<file path="src/rtl/soa_pkg.sv">
package soa_pkg;

  localparam int ADDR_W = 48;
  localparam int STRIDE_W = 17;
  localparam int BYTES_W = 16;
  localparam int ALIGN_W = 13;
  localparam int KIND_W = 2;
  localparam int CFG_IDX_W = 2;

  localparam int DEF_MAX_SLABS = 16;
  localparam int DEF_MAX_OBJECTS = 512;
  localparam int DEF_MIN_BLOCK_BYTES = 4096;
  localparam int DEF_SLAB_ORDER = 0;

  localparam logic [KIND_W-1:0] KIND_ALLOC = 2'd0;
  localparam logic [KIND_W-1:0] KIND_FREE = 2'd1;
  localparam logic [KIND_W-1:0] KIND_DESTROY = 2'd2;

  localparam logic [CFG_IDX_W-1:0] REG_OBJECT_BYTES = 2'd0;
  localparam logic [CFG_IDX_W-1:0] REG_OBJECT_ALIGN = 2'd1;

  localparam logic [BYTES_W-1:0] RESET_BYTES = 16'd64;
  localparam logic [ALIGN_W-1:0] RESET_ALIGN = 13'd8;
  localparam logic [STRIDE_W-1:0] RESET_STRIDE = 17'd64;

  typedef enum logic [3:0] {
    S_IDLE,
    S_A_SCAN,
    S_A_POP,
    S_A_ADD,
    S_A_DIV,
    S_A_FILL,
    S_F_SCAN,
    S_F_DIV,
    S_F_CHK,
    S_D_EMIT
  } state_t;

  typedef struct packed {
    logic ok;
    logic [STRIDE_W-1:0] stride;
  } cfg_t;

endpackage

</file>
<file path="src/rtl/soa_div.sv">
module soa_div import soa_pkg::*; #(
  parameter int DIV_W = 13
) (
  input  logic                clk,
  input  logic                rst,
  input  logic                start,
  input  logic [DIV_W-1:0]    dividend,
  input  logic [STRIDE_W-1:0] divisor,
  output logic                done,
  output logic [DIV_W-1:0]    quotient,
  output logic [STRIDE_W-1:0] remainder
);

  localparam int CW = $clog2(DIV_W + 1);

  logic [CW-1:0] cnt;
  logic run;
  logic [STRIDE_W:0] trial;
  logic fit;

  assign trial = {remainder, quotient[DIV_W-1]};
  assign fit = trial >= {1'b0, divisor};

  always_ff @(posedge clk) begin
    if (rst) begin
      run <= 1'b0;
      done <= 1'b0;
      cnt <= '0;
    end else begin
      done <= 1'b0;
      if (start) begin
        run <= 1'b1;
        cnt <= CW'(DIV_W);
      end else if (run) begin
        cnt <= cnt - 1'b1;
        if (cnt == CW'(1)) begin
          run <= 1'b0;
          done <= 1'b1;
        end
      end
    end
  end

  // one quotient bit a cycle, restoring
  always_ff @(posedge clk) begin
    if (start) begin
      quotient <= dividend;
      remainder <= '0;
    end else if (run) begin
      quotient <= {quotient[DIV_W-2:0], fit};
      remainder <= fit ? STRIDE_W'(trial - {1'b0, divisor}) : trial[STRIDE_W-1:0];
    end
  end

endmodule

</file>
<file path="config.mk">
export PLATFORM = sky130hd
export DESIGN_NAME = soa_div
export DESIGN_NICKNAME = d
export VERILOG_FILES = /design/src/rtl/soa_pkg.sv /design/src/rtl/soa_div.sv
export SDC_FILE = /design/constraint.sdc
export NUM_CORES = 1
export LEC_CHECK = 0
export BUFFER_PORTS_ARGS = -buffer_cell sky130_fd_sc_hd__buf_4
export CORE_UTILIZATION = 48
export DETAILED_ROUTE_END_ITERATION = 8
export HOLD_SLACK_MARGIN = 0.06
export PLACE_DENSITY_LB_ADDON = 0.15
export SYNTH_ARGS = -nofsm -noshare
export SYNTH_HDL_FRONTEND = slang
export SYNTH_SLANG_ARGS = --single-unit
</file>
<file path="constraint.sdc">
create_clock -name clk -period 2.45 [get_ports clk]
set_input_delay 0.245 -clock clk [delete_from_list [all_inputs] [get_ports clk]]
set_output_delay 0.245 -clock clk [all_outputs]
set_load 0.02 [all_outputs]
</file>
; ---- After elaboration in Yosys (flattened, before gate mapping)
; Index checks and enable logic that the tools add are counted.
[totals]
output_inout_bits = 31
wordCells = 23
reg_bits = 36
input_bits = 33
[classes]
magnitude_cmp = 1
eq_ne = 1
reduce_logical = 3
n_mux = 9
add_sub_neg = 2
bitwise = 1
[op_table]
columns = cell, count
row1 = $mux W13, 2
row2 = $ge A18 B17 Y1, 1
row3 = $mux W17, 1
row4 = $sub A17 B17 Y17, 1
row5 = $mux W4, 2
row6 = $eq A4 B1 Y1 const B, 1
row7 = $mux W1, 4
row8 = $sub A4 B1 Y4 const B, 1
row9 = $reduce_or A3 Y1, 1
row10 = $reduce_bool A2 Y1, 1
row11 = $reduce_or A2 Y1, 1
row12 = $not A1 Y1, 1

; ---- Logic depth before layout (Yosys ltp)
; Gate-level depths: netlist (run 1).
[logic_depth]
ltp_word = 4
depth_mapped = 11
mapped_depth_nobuf = 10

; ---- Worst setup path after synthesis (run 1)
; Ideal clock, no wire load.
[synth_timing]
kind = register to register
startpoint = register quotient[12]
endpoint = register quotient[0], data pin
setup_ns = 0.260
t_required_ns = 2.190
arrival_ns = 2.567
n_path_buf = 1
slack_ns = -0.377
period_less_slack_ns = 2.827
stages_incl_launch_ff = 11
cell_sequence = edfxtp_1 -> inv_1 -> ha_1 -> inv_1 -> fa_1 -> a21o_1 -> a221oi_4 -> a21oi_2 -> a211o_2 -> buf_6 -> mux2_2
[synth_between]
elab_chain_cells = 3
[synth_rtl]
columns = item, line
row1 = from (decl), soa_div.sv:10  ; output logic [DIV_W-1:0] quotient,
row2 = from (signal assigned), soa_div.sv:47  ; quotient <= dividend;
row3 = from (signal assigned), soa_div.sv:50  ; quotient <= {quotient[DIV_W-2:0], fit};
row4 = $ge A18 B17 Y1, soa_div.sv:22  ; assign fit = trial >= {1'b0, divisor};
row5 = $mux W13, soa_div.sv:49  ; end else if (run) begin
row6 = $mux W13, soa_div.sv:46  ; if (start) begin
; Every way passes these cells. The select of a mux whose other input is x is not followed.
; A chain may end at the register's enable or synchronous reset.

; ---- Worst setup path after layout (run 1)
[layout_timing]
startpoint = register quotient[12]
endpoint = register remainder[4]
[layout_between]
elab_chain_cells = 2
elab_cells_between_ends = 3
cone_classes = 1 x add/sub / 1 x order compare / 1 x mux
[layout_rtl]
columns = item, line
row1 = $sub A17 B17 Y17 / $ge A18 B17 Y1 (equally long branches), "soa_div.sv:51, soa_div.sv:22"
row2 = $mux W17 (*), soa_div.sv:51  ; remainder <= fit ? STRIDE_W'(trial - {1'b0, divisor}) : trial[STRIDE_W-1:0];
row3 = to (signal assigned), soa_div.sv:51
row4 = to (decl), soa_div.sv:11  ; output logic [STRIDE_W-1:0] remainder
; Mark *: on every way between the ends. The rest lies on a longest branch, timed or not.

==> out/qor.csv, run 1 <==
metric,value,unit
outcome,"complete, but fails checks",
violations,negative setup slack,
dieArea,5500,um2
hold_viol_final,0,
finalWorstSetupSlack,-0.0625,ns
synth_edf_count,13,
syn_area,2500,um2
row_count,25,
synth_flop_cell,dfxtp_1,
maxCapViolations,0,
initial_core_util,0.512,
tritoncts,yes,
slowest_stage,edfxtp_1,
cp_max_fo,8,
cts_buffers,5,
crit_top_cell,inv_1,
syn2layout_area_growth,32.1,%
syn-instance-count,272,
fin_crit_sh,1.03,
ys_ff_latch,36,
crit_path_start,quotient[12],
swShare,0.298,
rrSetupSlack,-0.06,ns
crit_required,2.66,ns
dp_slack,-0.0184,ns
cp_cell_sequence,inv_1 > ha_1 > inv_1 > fa_2 > a21o_1 > a221oi_4 > a21oi_2 > a211o_2 > buf_12 > mux2i_1 > a211oi_1,
globalplace.congestion,0.841,
fin_nets,408,
gr-usage-met3,0.0556,
die_y,74.2,um
vias_per_cell,5.53,
startpoint_type,register,
worst-setup-path-type,reg2reg,
whs,0.151,ns
layout_commonest_cell,buf_4,
path_clk_slew,0.08,ns
ys_seq_area_frac,0.341,
postSynthAreaPerCell,9.19,um2
max-slew-margin-rel,0.678,
hp-class,in2reg,
wire_per_inst,14.4,um
die_w,74.2,um
cp_slowest_stage_delay,0.39,ns
cellPowerDensity,513,nW/um2
track_usage,0.227,
period_needed,2.51,ns
power_switching,0.000505,W
coreArea,4880,um2
cell_internal_pwr,0.00119,W
ant_nets,0,
cp-end-kind,register,
grt_pass1_wl,9430,um
p_leak,1.48,nW
cp-endpoint,remainder[4],
drt_pass1_iterations,4,
worstMarginPinSlew,0.478,ns
routed_wl,6080,um
irDropWorstVdd,366,uV
r2r_start,quotient[12],
final_util,0.677,
grt_max_degree,30,
fin_tns_setup,-0.170,ns
root_buffer,clkbuf_8,
syn_nets,325,
power_frac_comb,0.271,
grt_util_met2,0.382,
diodes,0,
ios,64,
finalMaxSlewViolations,0,
arrival,2.72,ns
skew,0.00595,ns
grt-busiest-layer,met2,
grt_setup_unrepaired,true,
drc,0,
layout-drive-gt1-share,0.329,
timing.rr.end,remainder[4],
p_seq_frac,0.412,
setup_viol,6,
synth_cell_types,53,
cts_sinks,36,
yosysWarnings,0,
r2r_cells,11,
dp_hpwl,4610,um
dr_total_vias,2339,
port_buffers,63,
insertion_delay,0.29,ns
layout_common_cells,"buf_4 (83), inv_1 (24), nor2_1 (23), dfxtp_1 (23), nand2_1 (22)",
grt_pass1_vias,2144,
drt_iter0_drc,117,
antenna_found_initial,0,
cts_buffer_depth,2,
async_flop_share,0,
grt_use_met1,0.277,
power_frac_clock,0.317,
cts_htree_levels,2,
clock.fmax,398,MHz
overflow,0,
[worst min-delay path by stage]
stage,start,end,slack (ns),cells after the start
2_1_floorplan,rst,cnt[0],0.32,1
3_3_place_gp,rst,cnt[0],0.46,2
6_report,rst,cnt[0],0.15,2
3_5_place_dp,rst,cnt[0],0.46,2
5_1_grt,rst,cnt[0],0.15,2
4_1_cts,rst,cnt[0],0.15,2
[timing repair]
| item | 4_1_cts | 5_1_grt |
|---|---|---|
| hold buffers | 0 | 0 |
| pin swaps | 0 | 2 |
| setup endpoints to repair | 6 | 18 |
| gates resized for setup | 0 | 2 |
| buffers inserted | 2 | 4 |
[metal layers]
metal	share of wire	wire length (um)
met1	0.44	2660
met2	0.47	2880
met3	0.069	421
met4	0.021	127
met5	0	0
[final cells by class]
| cell class | instances | area, um2 |
|---|---|---|
| fill | 436 | 1580 |
| multi-input combinational | 203 | 1510 |
| tap | 67 | 83.8 |
| sequential | 36 | 851 |
| clock buffer | 5 | 68.8 |
| timing repair buffer | 85 | 654 |
| inverter | 24 | 90.1 |
| clock inverter | 3 | 42.5 |
[worst max-delay path, delay by kind of cell, from the launching register on]
family                   cells  cell delay [ns]
adder cells (fa/ha/maj)      2             0.48
flip-flops                   1             0.39
buffers and inverters        3             0.27
multiplexers                 1             0.11
AO/OA/AOI/OAI                5             1.17
[power by group through the flow]
stage | sequential (W) | clock (W) | combinational [W]
final | 0.000699 | 0.000538 | 0.000459
after floorplan | 0.000749 | 0 | 0.000244
after detailed placement | 0.000712 | 0 | 0.000449
after CTS | 0.000699 | 0.000552 | 0.000456
after global placement | 0.000711 | 0 | 0.000442
after global routing | 0.000705 | 0.000570 | 0.000500
[cells by family (layout without fill, tap and decap cells)]
group                    after synthesis  count (layout)  share of synthesized area
AO/OA/AOI/OAI                         69              69                      0.208
XOR/XNOR                              13              13                     0.0456
multiplexers                          19              19                     0.0826
AND/OR/NAND/NOR                       82              82                      0.165
flip-flops                            36              36                      0.341
buffers and inverters                 33             117                     0.0556
adder cells (fa/ha/maj)               20              20                      0.103
[cell usage after synthesis, types with 3 or more instances]
master	number	area [um2]
a211oi_1	5	37.5
a21o_1	3	22.5
a21oi_1	15	75.1
a32oi_1	6	52.6
and4_1	3	26.3
clkbuf_1	5	18.8
dfxtp_1	23	460
edfxtp_1	13	390
ha_1	19	238
inv_1	24	90.1
mux2_2	13	146
mux2i_1	6	60.1
nand2_1	22	82.6
nand2b_1	5	31.3
nand3_1	7	35.0
nor2_1	23	86.3
nor2b_1	4	25.0
o211ai_1	4	30.0
o21ai_0	15	75.1
or3_1	3	18.8
xnor2_1	8	70.1
xor2_1	5	43.8
[sequential cells by signal (all words and copies together) (netlist names)]
| name | flops |
|---|---|
| cnt | 4 |
| remainder | 17 |
| quotient | 13 |
| run | 1 |
| done | 1 |
[metrics by stage]
step / area, um2 / cells / power (W)
4_1_cts: 3270 / 419 / 0.00171
2_1_floorplan: 2500 / 272 / 0.000993
3_5_place_dp: 3140 / 409 / 0.00116
6_report: 3300 / 423 / 0.00170
3_3_place_gp: 3140 / 409 / 0.00115
5_1_grt: 3300 / 423 / 0.00177
Note: power is estimated with default switching activity, not from simulation.
==> run 2, diff against run 1 <==
CORE_UTILIZATION = 45   (was 48)
==> run 2 against run 1 <==
Against the previous run: the run still ends with negative setup slack left; sequential share of layout area fell by 0.43 points; via count fell by 1.5%; global-route usage fell by 1.9 points; largest power group unchanged; highest routed layer unchanged.
==> out/qor.csv, run 2 (same netlist as run 1, synthesis figures left out) <==
metric,value,unit
globalplace.congestion,0.879,
clock.fmax,400,MHz
dr_total_vias,2303,
coreArea,5240,um2
path_clk_slew,0.07,ns
period_needed,2.50,ns
grt_max_degree,30,
finalWorstSetupSlack,-0.0477,ns
maxCapViolations,0,
layout_common_cells,"buf_4 (86), nor2_1 (23), inv_1 (23), dfxtp_1 (23), nand2_1 (21)",
ios,64,
ant_nets,0,
cp_num_buf_inv,3,
cellPowerDensity,504,nW/um2
setup_viol,4,
cp-end-kind,register,
crit_family,compound AO/OA/AOI/OAI gates,
dieArea,5850,um2
slowest_stage,edfxtp_1,
cp_cell_sequence,inv_1 > ha_2 > inv_2 > fa_2 > a21o_1 > a221oi_4 > a21oi_2 > a211o_2 > buf_4 > mux2i_1 > a211oi_2,
max-slew-margin-rel,0.727,
die_y,76.5,um
track_usage,0.208,
hp-start,rst,
row_count,26,
crit_path_start,quotient[12],
root_buffer,clkbuf_8,
cts_buffer_depth,2,
worstMarginPinSlew,0.399,ns
diodes,0,
irDropWorstVdd,343,uV
cp_max_fo,4,
reg.largest.list,"remainder: 17 flops, quotient: 13 flops, cnt: 4 flops",
ctsHoldBuffers,0,
hold_viol_final,0,
nFillCells,454,
violations,negative setup slack,
cts_sinks,36,
startpoint_type,register,
vias_per_cell,5.37,
fin_nets,411,
drc,0,
crit_required,2.62,ns
antenna_found_initial,0,
top_register,remainder,
outcome,"complete, but fails checks",
grt_setup_unrepaired,true,
die_w,76.5,um
whs,0.160,ns
largest_reg_flops,17,
drt_iter0_drc,121,
finalMaxSlewViolations,0,
layout-drive-gt1-share,0.357,
tritoncts,yes,
dp_hpwl,4610,um
hp-class,in2reg,
r2r_start,quotient[12],
cp_slowest_stage_delay,0.38,ns
layout_commonest_cell,buf_4,
insertion_delay,0.30,ns
multi_input_area,1540,um2
drt_pass1_iterations,4,
initial_core_util,0.477,
skew,0.00942,ns
fin_crit_sh,1.02,
p_leak,1.50,nW
grt_pass1_wl,9650,um
regArea,851,um2
arrival,2.67,ns
port_buffers,63,
worst-setup-path-type,reg2reg,
grt_pass1_vias,2170,
cts_buffers,5,
dp_slack,-0.0397,ns
overflow,0,
cts_htree_levels,2,
final_util,0.641,
wire_per_inst,14.1,um
routed_wl,6050,um
syn2layout_area_growth,34.4,%
[run 2: layer usage]
metal / GRT usage / share of wire / vias up
met4: 0.0865 / 0.020 / 0
met1: 0.260 / 0.46 / 1051
met5: 0 / 0 / -
met3: 0.0467 / 0.055 / 13
li1: - / - / 1169
met2: 0.344 / 0.46 / 70
[run 2: power by group]
part	switching (W)	total [W]	leakage (nW)	internal, W
Combinational	0.000239	0.000462	1.13	0.000224
Sequential	0.0000329	0.000699	0.320	0.000666
Clock	0.000230	0.000531	0.0541	0.000301
[run 2: area by class of cell]
cell class,count,share of cell area
clock buffer,5,0.0205
clock inverter,3,0.0127
inverter,24,0.0268
multi-input combinational,203,0.459
sequential,36,0.253
tap,70,0.0261
timing repair buffer,88,0.202
[run 2: path summary, 6_finish.rpt]
path | to | slack, ns | cells after the start
worst max register to register | remainder[1] | -0.05 | 11
worst min-delay path | cnt[3] | 0.16 | 2
worst max-delay path | remainder[1] | -0.05 | 11
worst min register to register | remainder[5] | 0.50 | 2
[run 2: metrics by stage]
step / setup TNS (ns) / power [W] / std cells / cell area [um2]
final: -0.0640 / 0.00169 / 429 / 3360
after global routing: -1.60 / 0.00178 / 429 / 3360
after CTS: -0.127 / 0.00170 / 424 / 3290
after floorplan: -1.29 / 0.000993 / 272 / 2500
after detailed placement: -0.0970 / 0.00116 / 415 / 3170
after global placement: 0 / 0.00116 / 415 / 3170
[run 2: what timing repair did]
item	CTS	global route
pin swaps	0	3
setup endpoints to repair	4	17
gates cloned	0	0
gates resized for setup	0	11
buffers inserted	1	5
==> run 3, diff against run 2 <==
CORE_MARGIN = 4   (was unset)
==> run 3 against run 2 <==
Against the previous run: the run still ends with negative setup slack left; die area is 16% higher; critical endpoint is now remainder[4]; worst hold slack worse by 0.0024 ns; routed wire length is 8.7% higher; combinational power is 3% higher; total power is 0.35% higher; first-iteration DRC count is 37% lower; via count is 0.78% higher; non-clock buffer count is 1 lower; maximum frequency is 0.69% lower; sequential share of layout area is 0.095 points higher.
==> out/qor.csv, run 3 (same netlist as run 1, synthesis figures left out) <==
metric,value,unit
outcome,"complete, but fails checks",
violations,negative setup slack,
final_cells,428,
nFillCells,457,
tritoncts,yes,
dr_total_vias,2321,
maxCapViolations,0,
fin_tns_setup,-0.318,ns
globalplace.congestion,0.912,
irDropWorstVdd,384,uV
drt_pass1_iterations,4,
die_w,82.5,um
initial_core_util,0.477,
antenna_found_initial,0,
setup_viol,11,
max-slew-margin-rel,0.663,
coreArea,5240,um2
dp_hpwl,5000,um
ios,64,
drt_iter0_drc,76,
min_path_cells,2,
cts_buffers,5,
post_dp_cell_area,3160,um2
finalMaxSlewViolations,0,
insertion_delay,0.29,ns
ant_nets,0,
r2r_cells,11,
grt_max_degree,30,
hp-class,in2reg,
cts_sinks,36,
routed_wl,6580,um
reg.largest.list,"remainder: 17 flops, quotient: 13 flops, cnt: 4 flops",
path_clk_slew,0.07,ns
fin_crit_sh,1.03,
hold_viol_final,0,
syn2layout_area_growth,33.9,%
dieArea,6810,um2
period_needed,2.52,ns
clock.fmax,398,MHz
row_count,26,
root_buffer,clkbuf_8,
cts_htree_levels,2,
dp.cells,414,
finalWorstSetupSlack,-0.0650,ns
vias_per_cell,5.42,
whs,0.157,ns
worst-setup-path-type,reg2reg,
layout_common_cells,"buf_4 (84), nor2_1 (23), inv_1 (23), dfxtp_1 (23), nand2_1 (21)",
worstMarginPinSlew,0.504,ns
port_buffers,63,
ctsHoldBuffers,0,
grt_setup_unrepaired,true,
largest_reg_flops,17,
wire_per_inst,15.4,um
cts_buffer_depth,2,
fin_nets,410,
grt_pass1_wl,10600,um
layout-drive-gt1-share,0.346,
design_area,3350,um2
startpoint_type,register,
overflow,0,
layout_commonest_cell,buf_4,
crit_required,2.66,ns
p_leak,1.50,nW
drc,0,
cp-end-kind,register,
die_y,82.5,um
cellPowerDensity,508,nW/um2
track_usage,0.203,
cp_max_fo,8,
diodes,0,
top_register,remainder,
arrival,2.72,ns
grt_pass1_vias,2270,
skew,0.00769,ns
-- run 3: cell types whose count changed in the layout (fill, tap and decap cells not counted), sizes merged --
cell / before / now
buf: 88 / 87
clkinvlp: 1 / 0
clkbuf: 5 / 6
-- run 3: final timing paths --
path                       from       endpoint  slack, ns
setup / recovery   quotient[12]   remainder[4]      -0.07
hold / removal              rst         cnt[3]       0.16
setup reg to reg   quotient[12]   remainder[4]      -0.07
hold reg to reg   remainder[10]  remainder[10]       0.50
-- run 3: stage by stage --
| stage | setup WS, ns | power (W) | util |
|---|---|---|---|
| 2_1_floorplan | -0.286 | 0.000993 | - |
| 3_3_place_gp | 0.0231 | 0.00116 | 0.603 |
| 3_5_place_dp | -0.0497 | 0.00117 | 0.603 |
| 4_1_cts | -0.0652 | 0.00170 | 0.628 |
| 5_1_grt | -0.213 | 0.00180 | 0.639 |
| 6_report | -0.0650 | 0.00170 | 0.639 |
-- run 3: power by group --
| part | internal [W] | switching [W] | total, W | leakage (nW) |
|---|---|---|---|---|
| sequential | 0.000667 | 0.0000340 | 0.000701 | 0.320 |
| clock | 0.000302 | 0.000222 | 0.000524 | 0.0552 |
| combinational | 0.000230 | 0.000244 | 0.000474 | 1.12 |
| total | 0.00120 | 0.000500 | 0.00170 | 1.50 |
-- run 3: what timing repair did --
action | in CTS | in global routing
endpoints found under the setup margin | 11 | 18
buffers inserted | 3 | 3
hold endpoints to repair | 0 | 0
cloned | 0 | 0
resized for setup | 1 | 13
pin swaps | 1 | 3
-- run 3: cell type report --
class                           instances  area, um2  area share
Inverter                               24       90.1      0.0269
Clock inverter                          2       35.0      0.0105
Sequential cell                        36        851       0.254
Clock buffer                            6       72.6      0.0217
Multi-Input combinational cell        203       1540       0.459
Timing Repair Buffer                   87        673       0.201
Tap cell                               70       87.6      0.0262
-- run 3: worst max-delay path, cell delays in order (launching register included) --
cell and delay [ns]:
edfxtp_1 0.39, inv_1 0.07, ha_2 0.17, inv_2 0.04, fa_2 0.33, a21o_1 0.21
a221oi_4 0.29, a21oi_2 0.11, a211o_2 0.36, buf_12 0.16, mux2i_1 0.11, a211oi_1 0.20
-- run 3: routing by layer --
metal / up-vias / share of wire / track usage
met2: 74 / 0.49 / 0.337
li1: 1162 / - / -
met5: - / 0 / 0
met3: 12 / 0.079 / 0.0531
met1: 1073 / 0.42 / 0.252
met4: 0 / 0.018 / 0.0752
